$ cat config.mk
export PLATFORM = sky130hd
export DESIGN_NAME = i2c_bus_byte_monitor_top
export DESIGN_NICKNAME = d
export VERILOG_FILES = /design/src/i2cmon_pkg.sv /design/src/i2c_bus_byte_monitor_top.sv
export VERILOG_INCLUDE_DIRS = /design/src /design/src/src
export SDC_FILE = /design/constraint.sdc
export NUM_CORES = 1
export LEC_CHECK = 0
export BUFFER_PORTS_ARGS = -buffer_cell sky130_fd_sc_hd__buf_2
export CORE_ASPECT_RATIO = 1.75
export CORE_MARGIN = 2
export CORE_UTILIZATION = 56
export CTS_CLUSTER_SIZE = 10
export DETAILED_ROUTE_END_ITERATION = 10
export HOLD_SLACK_MARGIN = 0.06
export PLACE_DENSITY = 0.8
export SKIP_LAST_GASP = 1
export SYNTH_ARGS = -nofsm -noshare
export SYNTH_HDL_FRONTEND = slang
export SYNTH_SLANG_ARGS = --single-unit
$ cat constraint.sdc
create_clock -name clk_i -period 5.31 [get_ports clk_i]
set_input_delay 1.062 -clock clk_i [delete_from_list [all_inputs] [get_ports clk_i]]
set_output_delay 1.062 -clock clk_i [all_outputs]
set_load 0.03 [all_outputs]
$ cat src/i2c_bus_byte_monitor_top_defines.svh
// Assertion macros shared by the I2C bus byte monitor RTL.
`ifndef I2C_BUS_BYTE_MONITOR_TOP_DEFINES_SVH
`define I2C_BUS_BYTE_MONITOR_TOP_DEFINES_SVH

// Same-cycle implication, checked on every rising clock edge outside reset.
`define I2CMON_ASSERT_IMP(lbl, ante, cons, msg) \
  lbl: assert property (@(posedge clk_i) disable iff (!rst_ni) (ante) |-> (cons)) \
    else $error(msg);

// Next-cycle implication, checked on every rising clock edge outside reset.
`define I2CMON_ASSERT_NXT(lbl, ante, cons, msg) \
  lbl: assert property (@(posedge clk_i) disable iff (!rst_ni) (ante) |=> (cons)) \
    else $error(msg);

`endif

$ cat src/i2cmon_pkg.sv
// Types, constants and helper functions of the I2C bus byte monitor.
`default_nettype none

package i2cmon_pkg;

  localparam int unsigned CHANNELS_DEF     = 3;
  localparam int unsigned BUFFER_BYTES_DEF = 256;

  localparam int unsigned CH_W       = 2;
  localparam int unsigned CNT_W      = 16;
  localparam int unsigned BIT_CNT_W  = 4;
  localparam int unsigned APB_ADDR_W = 3;
  localparam int unsigned APB_DATA_W = 32;
  localparam int unsigned OUT_TDATA_W = 64;
  localparam int unsigned OUT_TUSER_W = 2;

  localparam logic [BIT_CNT_W-1:0] BITS_PER_BYTE = 4'd8;

  // Register select taken from paddr[2].
  typedef enum logic {
    REG_DATA_CH  = 1'b0,
    REG_CLOCK_CH = 1'b1
  } reg_sel_e;

  typedef enum logic [1:0] {
    EV_BYTE  = 2'd0,
    EV_START = 2'd1,
    EV_STOP  = 2'd2
  } event_kind_e;

  typedef struct packed {
    event_kind_e      kind;
    logic [7:0]       data_byte;
    logic             nack;
    logic             kept;
    logic [CNT_W-1:0] txn_total;
    logic [CNT_W-1:0] byte_total;
    logic [CNT_W-1:0] nack_total;
  } result_t;

  function automatic logic [CNT_W-1:0] sat_inc(input logic [CNT_W-1:0] v);
    sat_inc = (v == {CNT_W{1'b1}}) ? v : v + {{(CNT_W-1){1'b0}}, 1'b1};
  endfunction

endpackage

`default_nettype wire

$ cat src/i2c_bus_byte_monitor_top.sv
// I2C bus byte monitor: decodes START, STOP and bytes from captured samples.
// A result is registered into the output register, or into the skid entry while that is held, before m_axis.
// Throughput: one sample per clock while s_axis_tready is high; all decoding is a single pass of logic
// between the bus state registers and a two-entry output buffer (register plus skid).
// s_axis_tready drops only while both output entries hold unread results.
// Reset clears the bus state, counters and output buffer; channels return to 0 and 1.
`default_nettype none

`include "i2c_bus_byte_monitor_top_defines.svh"

module i2c_bus_byte_monitor_top
  import i2cmon_pkg::*;
#(
  parameter int unsigned CHANNELS     = CHANNELS_DEF,
  parameter int unsigned BUFFER_BYTES = BUFFER_BYTES_DEF,
  localparam int unsigned IN_TDATA_W  = ((CHANNELS + 7) / 8) * 8
) (
  input  wire logic                   clk_i,
  input  wire logic                   rst_ni,
  // Configuration port.
  input  wire logic                   psel,
  input  wire logic                   penable,
  input  wire logic                   pwrite,
  input  wire logic [APB_ADDR_W-1:0]  paddr,
  input  wire logic [APB_DATA_W-1:0]  pwdata,
  output logic      [APB_DATA_W-1:0]  prdata,
  output logic                        pready,
  // Sample stream.
  input  wire logic                   s_axis_tvalid,
  output logic                        s_axis_tready,
  input  wire logic [IN_TDATA_W-1:0]  s_axis_tdata,  // sample_bits, zero padding
  input  wire logic                   s_axis_tuser,  // capture_start
  // Event stream.
  output logic                        m_axis_tvalid,
  input  wire logic                   m_axis_tready,
  output logic [OUT_TDATA_W-1:0]      m_axis_tdata,  // data_byte, nack, kept,
                                                     // transaction_total, byte_total,
                                                     // nack_total, zero padding
  output logic [OUT_TUSER_W-1:0]      m_axis_tuser   // event_kind
);

  localparam int unsigned LOW_CH = (CHANNELS < 4) ? CHANNELS : 4;
  localparam logic [CNT_W-1:0] BUF_LIMIT = CNT_W'(BUFFER_BYTES);

  // Configuration registers.
  logic [CH_W-1:0] data_ch_q, clk_ch_q;
  logic            cfg_wr;
  reg_sel_e        cfg_sel;

  assign pready  = 1'b1;
  assign cfg_sel = reg_sel_e'(paddr[2]);
  assign cfg_wr  = psel & penable & pwrite;

  always_ff @(posedge clk_i or negedge rst_ni) begin
    if (!rst_ni) begin
      data_ch_q <= CH_W'(0);
      clk_ch_q  <= CH_W'(1);
    end else if (cfg_wr) begin
      unique case (cfg_sel)
        REG_DATA_CH:  data_ch_q <= pwdata[CH_W-1:0];
        REG_CLOCK_CH: clk_ch_q  <= pwdata[CH_W-1:0];
        default: ;
      endcase
    end
  end

  always_comb begin
    unique case (cfg_sel)
      REG_DATA_CH:  prdata = {{(APB_DATA_W-CH_W){1'b0}}, data_ch_q};
      REG_CLOCK_CH: prdata = {{(APB_DATA_W-CH_W){1'b0}}, clk_ch_q};
      default:      prdata = '0;
    endcase
  end

  // Channel selection: channels at or above CHANNELS read as low.
  logic [3:0] samp4;
  logic       data_ok, clk_ok, chan_ok, sda, scl;

  always_comb begin
    samp4 = '0;
    for (int i = 0; i < LOW_CH; i++) begin
      samp4[i] = s_axis_tdata[i];
    end
  end

  assign data_ok = int'(data_ch_q) < CHANNELS;
  assign clk_ok  = int'(clk_ch_q) < CHANNELS;
  assign chan_ok = data_ok & clk_ok & (data_ch_q != clk_ch_q);
  assign sda     = data_ok & samp4[data_ch_q];
  assign scl     = clk_ok & samp4[clk_ch_q];

  // Bus state.
  logic                 primed_q, primed_d;
  logic                 last_sda_q, last_sda_d;
  logic                 last_scl_q, last_scl_d;
  logic                 in_txn_q, in_txn_d;
  logic [BIT_CNT_W-1:0] bits_q, bits_d;
  logic [7:0]           shift_q, shift_d;
  logic [CNT_W-1:0]     txn_cnt_q, txn_cnt_d;
  logic [CNT_W-1:0]     byte_cnt_q, byte_cnt_d;
  logic [CNT_W-1:0]     nack_cnt_q, nack_cnt_d;

  logic    in_fire, has_res;
  result_t res;

  assign in_fire = s_axis_tvalid & s_axis_tready;

  always_comb begin
    primed_d   = primed_q;
    last_sda_d = last_sda_q;
    last_scl_d = last_scl_q;
    in_txn_d   = in_txn_q;
    bits_d     = bits_q;
    shift_d    = shift_q;
    txn_cnt_d  = txn_cnt_q;
    byte_cnt_d = byte_cnt_q;
    nack_cnt_d = nack_cnt_q;
    has_res    = 1'b0;
    res.kind       = EV_BYTE;
    res.data_byte  = 8'd0;
    res.nack       = 1'b0;
    res.kept       = 1'b0;

    if (in_fire) begin
      last_sda_d = sda;
      last_scl_d = scl;
      priority if (s_axis_tuser) begin
        primed_d   = 1'b1;
        in_txn_d   = 1'b0;
        bits_d     = '0;
        shift_d    = '0;
        txn_cnt_d  = '0;
        byte_cnt_d = '0;
        nack_cnt_d = '0;
      end else if (!primed_q) begin
        primed_d = 1'b1;
      end else if (chan_ok) begin
        priority if (last_sda_q && !sda && scl) begin
          in_txn_d  = 1'b1;
          bits_d    = '0;
          shift_d   = '0;
          txn_cnt_d = sat_inc(txn_cnt_q);
          has_res   = 1'b1;
          res.kind  = EV_START;
        end else if (!last_sda_q && sda && scl) begin
          in_txn_d = 1'b0;
          bits_d   = '0;
          has_res  = 1'b1;
          res.kind = EV_STOP;
        end else if (in_txn_q && !last_scl_q && scl) begin
          if (bits_q < BITS_PER_BYTE) begin
            shift_d = {shift_q[6:0], sda};
            bits_d  = bits_q + BIT_CNT_W'(1);
          end else begin
            // Ninth clock: the acknowledge bit closes the byte.
            byte_cnt_d    = sat_inc(byte_cnt_q);
            nack_cnt_d    = sda ? sat_inc(nack_cnt_q) : nack_cnt_q;
            bits_d        = '0;
            shift_d       = '0;
            has_res       = 1'b1;
            res.kind      = EV_BYTE;
            res.data_byte = shift_q;
            res.nack      = sda;
            res.kept      = byte_cnt_q < BUF_LIMIT;
          end
        end else begin
          // No bus condition on this sample.
        end
      end else begin
        // Channel setup is unusable; only the levels are tracked.
      end
    end
    res.txn_total  = txn_cnt_d;
    res.byte_total = byte_cnt_d;
    res.nack_total = nack_cnt_d;
  end

  always_ff @(posedge clk_i or negedge rst_ni) begin
    if (!rst_ni) begin
      primed_q   <= 1'b0;
      last_sda_q <= 1'b0;
      last_scl_q <= 1'b0;
      in_txn_q   <= 1'b0;
      bits_q     <= '0;
      shift_q    <= '0;
      txn_cnt_q  <= '0;
      byte_cnt_q <= '0;
      nack_cnt_q <= '0;
    end else begin
      primed_q   <= primed_d;
      last_sda_q <= last_sda_d;
      last_scl_q <= last_scl_d;
      in_txn_q   <= in_txn_d;
      bits_q     <= bits_d;
      shift_q    <= shift_d;
      txn_cnt_q  <= txn_cnt_d;
      byte_cnt_q <= byte_cnt_d;
      nack_cnt_q <= nack_cnt_d;
    end
  end

  // Output register with a skid entry behind it.
  result_t out_q, skid_q;
  logic    out_vld_q, skid_vld_q;
  logic    out_fire, push;

  assign out_fire = out_vld_q & m_axis_tready;
  assign push     = in_fire & has_res;

  always_ff @(posedge clk_i or negedge rst_ni) begin
    if (!rst_ni) begin
      out_vld_q  <= 1'b0;
      skid_vld_q <= 1'b0;
    end else if (skid_vld_q) begin
      if (out_fire) begin
        skid_vld_q <= 1'b0;
      end
    end else if (push) begin
      if (out_vld_q && !out_fire) begin
        skid_vld_q <= 1'b1;
      end else begin
        out_vld_q <= 1'b1;
      end
    end else if (out_fire) begin
      out_vld_q <= 1'b0;
    end
  end

  always_ff @(posedge clk_i) begin
    if (skid_vld_q) begin
      if (out_fire) begin
        out_q <= skid_q;
      end
    end else if (push) begin
      if (out_vld_q && !out_fire) begin
        skid_q <= res;
      end else begin
        out_q <= res;
      end
    end
  end

  assign s_axis_tready = !skid_vld_q;
  assign m_axis_tvalid = out_vld_q;
  assign m_axis_tuser  = out_q.kind;
  assign m_axis_tdata  = {6'b0, out_q.nack_total, out_q.byte_total, out_q.txn_total,
                          out_q.kept, out_q.nack, out_q.data_byte};

  `I2CMON_ASSERT_IMP(a_skid_behind_out, skid_vld_q, out_vld_q, "skid entry without output entry")
  `I2CMON_ASSERT_IMP(a_nack_le_byte, 1'b1, nack_cnt_q <= byte_cnt_q, "more NACKs than bytes")
  `I2CMON_ASSERT_IMP(a_bits_range, 1'b1, bits_q <= BITS_PER_BYTE, "bit count past acknowledge")
  `I2CMON_ASSERT_IMP(a_idle_no_bits, !in_txn_q, bits_q == '0, "bits counted outside a transaction")
  `I2CMON_ASSERT_NXT(a_capture_clears, in_fire && s_axis_tuser,
                     txn_cnt_q == '0 && byte_cnt_q == '0 && !in_txn_q,
                     "capture start did not clear the counts")

endmodule

`default_nettype wire
# After elaboration in Yosys (flattened, before gate mapping)
# Cells that the tools add are included.
# totals
input_bits,51
ff_bits,190
output_inout_bits,101
elab_cells,161
# op_classes
eq_ne,8
n_mux,78
add_sub_neg,4
n_lt_le_gt_ge,6
bitwise,11
n_reduce_logical,27
# op_table
cell,n
16-bit two-way mux,25
60-bit two-way mux,4
32-bit one-hot mux with 2 select lines,1
8-bit two-way mux,7
"16-bit by 1-bit adder with 16-bit output, second input constant",3
"16-bit == test, second input constant",3
12-bit two-way mux,4
10-bit two-way mux,4
4-bit two-way mux,7
1-bit two-way mux,22
"16-bit by 9-bit less-than comparator with 1-bit output, second input constant",1
1-bit bitwise AND,9
3-bit AND reduction,3
4-bit AND reduction,2
2-bit nonzero test,4
1-bit logical AND,7
"2-bit by 3-bit less-than comparator with 1-bit output, second input constant",2
3-bit nonzero test,2
1-bit logical NOT,5
5-bit AND reduction,1
"4-bit by 1-bit adder with 4-bit output, second input constant",1
1-bit binary-select mux with 2-bit select,2
"2-bit less-than comparator, second input constant",2
"4-bit less-than comparator, second input constant",1
other kinds (8),12

# Depth between registers and ports, before layout
# depth
ltp_word,15
mapped_depth,9
mapped_depth_nobuf,7

# Least setup slack after synthesis
# No wires, ideal clock.
# synth_timing
path_type,input port to flip-flop
from,input s_axis_tdata[2]
to,"register out_q (netlist bit m_axis_tdata[0]), enable pin"
t_required_ps,4812
t_arrival_ps,4941
setup_time_ps,498
path_buffers,1
setup_slack_ps,-128
cell_stages,7
cell_sequence,mux2i_2 -> o221ai_2 -> or2_1 -> buf_2 -> nand2_1 -> nand2_1 -> a21oi_1
# synth_via
elab_chain_len,14
elab_cells_between_ends,22
classes_between,mux: 11; bitwise: 3; reduce/logical: 8
# synth_rtl
element,line,source
from (decl),i2c_bus_byte_monitor_top.sv:31,"input wire logic [IN_TDATA_W-1:0] s_axis_tdata,"
1-bit binary-select mux with 2-bit select (on tied branches),"i2c_bus_byte_monitor_top.sv:90, i2c_bus_byte_monitor_top.sv:89",
1-bit two-way mux (on tied branches),"i2c_bus_byte_monitor_top.sv:90, i2c_bus_byte_monitor_top.sv:89",
1-bit bitwise AND (on tied branches),"i2c_bus_byte_monitor_top.sv:90, i2c_bus_byte_monitor_top.sv:89",
"1-bit logical AND, or another cell as far along",i2c_bus_byte_monitor_top.sv:150,end else if (in_txn_q && !last_scl_q && scl) begin
"1-bit two-way mux, or another cell as far along",i2c_bus_byte_monitor_top.sv:150,
1-bit two-way mux / 1-bit logical AND (equally long branches),"i2c_bus_byte_monitor_top.sv:145, i2c_bus_byte_monitor_top.sv:138",
1-bit two-way mux *,i2c_bus_byte_monitor_top.sv:138,priority if (last_sda_q && !sda && scl) begin
1-bit two-way mux *,i2c_bus_byte_monitor_top.sv:137,end else if (chan_ok) begin
1-bit two-way mux *,i2c_bus_byte_monitor_top.sv:135,end else if (!primed_q) begin
1-bit two-way mux *,i2c_bus_byte_monitor_top.sv:127,priority if (s_axis_tuser) begin
1-bit two-way mux *,i2c_bus_byte_monitor_top.sv:124,if (in_fire) begin
1-bit bitwise AND *,i2c_bus_byte_monitor_top.sv:208,assign push = in_fire & has_res;
2-bit nonzero test (no source line) *,-,
3-bit AND reduction (no source line) *,-,
to (signal assigned),i2c_bus_byte_monitor_top.sv:232,out_q <= skid_q;
to (signal assigned),i2c_bus_byte_monitor_top.sv:238,out_q <= res;
to (decl),i2c_bus_byte_monitor_top.sv:203,"result_t out_q, skid_q;"
# Every way passes the cells marked *; elsewhere a longest branch is shown, timed or not. The select of a mux whose other input is x is not followed.
# A chain may end at the register's enable or synchronous reset.

# Worst setup path after layout
# layout_timing
from,input s_axis_tvalid
to,"register out_q (netlist bit m_axis_tdata[39]), enable pin"
# layout_via
elab_chain_len,5
# layout_rtl
element,line,source
from (decl),i2c_bus_byte_monitor_top.sv:29,"input wire logic s_axis_tvalid,"
1-bit bitwise AND *,i2c_bus_byte_monitor_top.sv:106,assign in_fire = s_axis_tvalid & s_axis_tready;
1-bit two-way mux,i2c_bus_byte_monitor_top.sv:124,
1-bit bitwise AND *,i2c_bus_byte_monitor_top.sv:208,
2-bit nonzero test (no source line) *,-,
3-bit AND reduction (no source line) *,-,
# Every way passes the cells marked *; elsewhere a longest branch is shown, timed or not.

==> results.md <==
* Status: complete, no violations
* Wire per inst at 18.09 um
* First-pass GRT wire length at 30280 um
* Top delay family on crit path: simple AND/OR/NAND/NOR gates
* Final HPWL DP at 12570 um
* CTS max path bufs at 2
* Synth Cell Area at 8847 um^2
* # Max-Cap Violations at 0
* CP max stage cell: a21oi_4
* Footprint of the multi-input gates at 3182 um^2
* Crit share post-route at 64.23%
* Synth top cells by count: edfxtp_1 (120), nand2_1 (93), dfrtp_1 (69)
* Top-count cell post-synth: edfxtp_1
* Ys Warns at 0
* Layout fillers at 1199
* FF+latch area at 5358 um^2
* CTS Buf Count at 17
* Critical path's largest stage delay at between 600 and 700 ps
* FFs w/ async S/R, synth at 36.84%
* Initial antenna violation count at 0
* Core area at 15390 um^2
* Critical path launch point type: input pin
* Lkg Pwr at around 4.0 nW
* Slew @ Worst Pin at around 900 ps
* IO Count at approximately 150
* CTS tree: done
* Largest cells by area after synthesis: edfxtp_1 (41%), dfrtp_1 (20%), nand2_1 (3.9%), buf_4 (3.3%), nor2_1 (2.2%)
* Pre-antenna DRT Iters at 5
* Root Buffer: clkbuf_16
* Minimum clock period at 3410 ps
* Vias in the first global route at roughly 6100
* Final Net Count at between 800 and 900
* RSZ-0062 raised after global routing: no
* Number of flops mapped to enable cells by yosys at 120
* Final Hold Viols at 0
* Drt via density at 5.893
* GRT Total Usage at approximately 23%
* Most used DFF post-synth: edfxtp_1
* Hold_buf cts at 0
* Antenna cell count at 0
* Syn Inst Count at ~770
* WP data arrival at roughly 3500 ps
* Slew margin rel. at between 40 and 50%
* Initial core utilization at between 50% and 60%
* CTS H-Tree Depth at 4
* Count of cell types in the netlist at 75
* Critical Path Most Common Cell: nand2_1
* Post-synth top area share at 40.73%
* Worst EP required at ~5400 ps
* Worst setup EP type: register
* Setup WS pre-CTS at about 1500 ps
* Max Clk Rate at 0.2932 GHz
* Cell taking the most area after synthesis: edfxtp_1
* DRT iter0 DRCs at ~660
* CP max FO at 21
* Avg Inst Size Synth at around 12 um^2
* CTS clock-pin slew for the worst setup and hold paths at approximately 70 ps
* Chip width at 99.02 um
* GRT overflow at 0
* Kind of critical path: in2reg
* Total power draw at approximately 3.3 mW
* Worst Path Buf+Inv at 2
* Fin Clk Skew at roughly 11 ps
* Post-CTS setup buffer count at 0
* GPL Wtd Cong at just over 0.9
* Sink Count at 190
* # DRC at 0
* Full die area at between 15000 and 20000 um^2
* Area delta synth->final at 10.85%
* Fin. max-slew vios at 0
* Worst hold path class: reg2reg
* CP Cell Sequence: buf_2, nor2b_1, nand2_1, nor2_1, nand2_1, a21oi_4, buf_4
* Share of cells above drive strength 1 at 18.35%
* PwrDens at approximately 340 nW/um^2
* Worst VDD drop at roughly 0.25 mV
* Port bufs at 77
* Post-CTS resize count at 0
* Worst-Skew Late Latency at 440 ps
* Num rows at 60
* Yosys reg bits at 190
* Remaining antenna violation count at 0
* Setup violators final at 0
* Die Y at 170.3 um
* Sequential area share after synthesis at 60.54%
* Total Wirelength at about 19000 um
* Worst setup margin at ~1900 ps
* Routed vias at just over 6000
* Largest net degree at the start of global routing at just over 60
* Setup TNS at 0 ps
-- metal layers --
metal | GRT usage (%) | up-vias | wire [um]
met4 | 9.887 | 0 | 508
met3 | 3.203 | 38 | 986
li1 | - | 2873 | -
met1 | 26.43 | 2948 | 7126
met5 | 0 | - | 0
met2 | 41.98 | 246 | 10120
-- worst register-to-register path, cell delays in order, from the launching register on --
cell and delay [ps]:
dfrtp_1 520, nor2_2 240, xor2_2 270, nand3_2 270, nor2_1 360, nand2_1 180, a21oi_4 660, buf_4 410
-- per-stage QoR --
stage / cell area [um^2] / instances / hold slack (ps) / util (%)
2_1_floorplan: 8982 / 800 / 446.9 / -
3_3_place_gp: 9255 / 1004 / 465.0 / 60.14
3_5_place_dp: 9255 / 1004 / 480.1 / 60.14
4_1_cts: 9807 / 1036 / 494.4 / 63.72
5_1_grt: 9807 / 1036 / 506.0 / 63.72
6_report: 9807 / 1036 / 496.6 / 63.72
-- placed cells by master (no fill, tap or decap), drive strengths merged, types with 18 or more instances in the layout --
cell	synthesis	final
edfxtp	120	120
nand2	93	93
buf	45	84
dfrtp	69	69
o21ai	56	56
nor2	54	54
conb	2	37
nand3	34	34
nand4	26	26
xor2	20	20
clkbuf	21	20
nor3	18	18
-- cells by family (layout without fill, tap and decap cells) --
kind of cell             Yosys count  after routing  synth area share (%)
AND/OR/NAND/NOR                  308            308                 18.22
flip-flops                       190            190                 60.54
AO/OA/AOI/OAI                    132            132                 9.815
buffers and inverters             78            128                 5.190
XOR/XNOR                          33             33                 3.352
multiplexers                      17             17                 2.107
adder cells (fa/ha/maj)            5              5                0.6930
other                              2             37               0.08489
-- where the power goes --
part | switching [mW] | leakage, nW | internal, mW
logic | 0.357 | 1.56 | 0.118
clock network | 0.574 | 0.263 | 0.625
registers | 0.0547 | 2.19 | 1.62
total | 0.985 | 4.02 | 2.36
-- state kept, by name (all words and copies together), names as in the netlist --
register,count
last_scl_q,1
bits_q,4
last_sda_q,1
shift_q,8
nack_cnt_q,16
data_ch_q,2
txn_cnt_q,16
skid_vld_q,1
skid_q,60
in_txn_q,1
m_axis_tuser,2
m_axis_tvalid,1
byte_cnt_q,16
primed_q,1
clk_ch_q,2
m_axis_tdata,58
-- path summary, 6_finish.rpt --
path	startpoint	cells past startpoint	end	slack, ps
min in group asynchronous	rst_ni	1	nack_cnt_q[3]$_DFF_PN0_	670
setup / recovery	s_axis_tvalid	7	m_axis_tdata[39]$_DFFE_PP_	1900
hold reg to reg	last_scl_q$_DFFE_PN0P_	2	last_scl_q$_DFFE_PN0P_	500
max in group asynchronous	rst_ni	2	skid_vld_q$_DFF_PN0_	3570
setup reg to reg	data_ch_q[0]$_DFFE_PN0P_	7	m_axis_tdata[39]$_DFFE_PP_	2060
hold / removal	last_scl_q$_DFFE_PN0P_	2	last_scl_q$_DFFE_PN0P_	500
-- layout make-up --
| cell class | count | share of cell area, % |
|---|---|---|
| multi-input cells | 532 | 32.44 |
| clock buffers | 20 | 4.555 |
| inverters | 12 | 0.4593 |
| well taps | 186 | 2.373 |
| flip-flops and latches | 190 | 54.63 |
| repair buffers | 84 | 4.465 |
| clock inverters | 12 | 1.072 |
No activity file was read; power rests on OpenSTA's default activity.
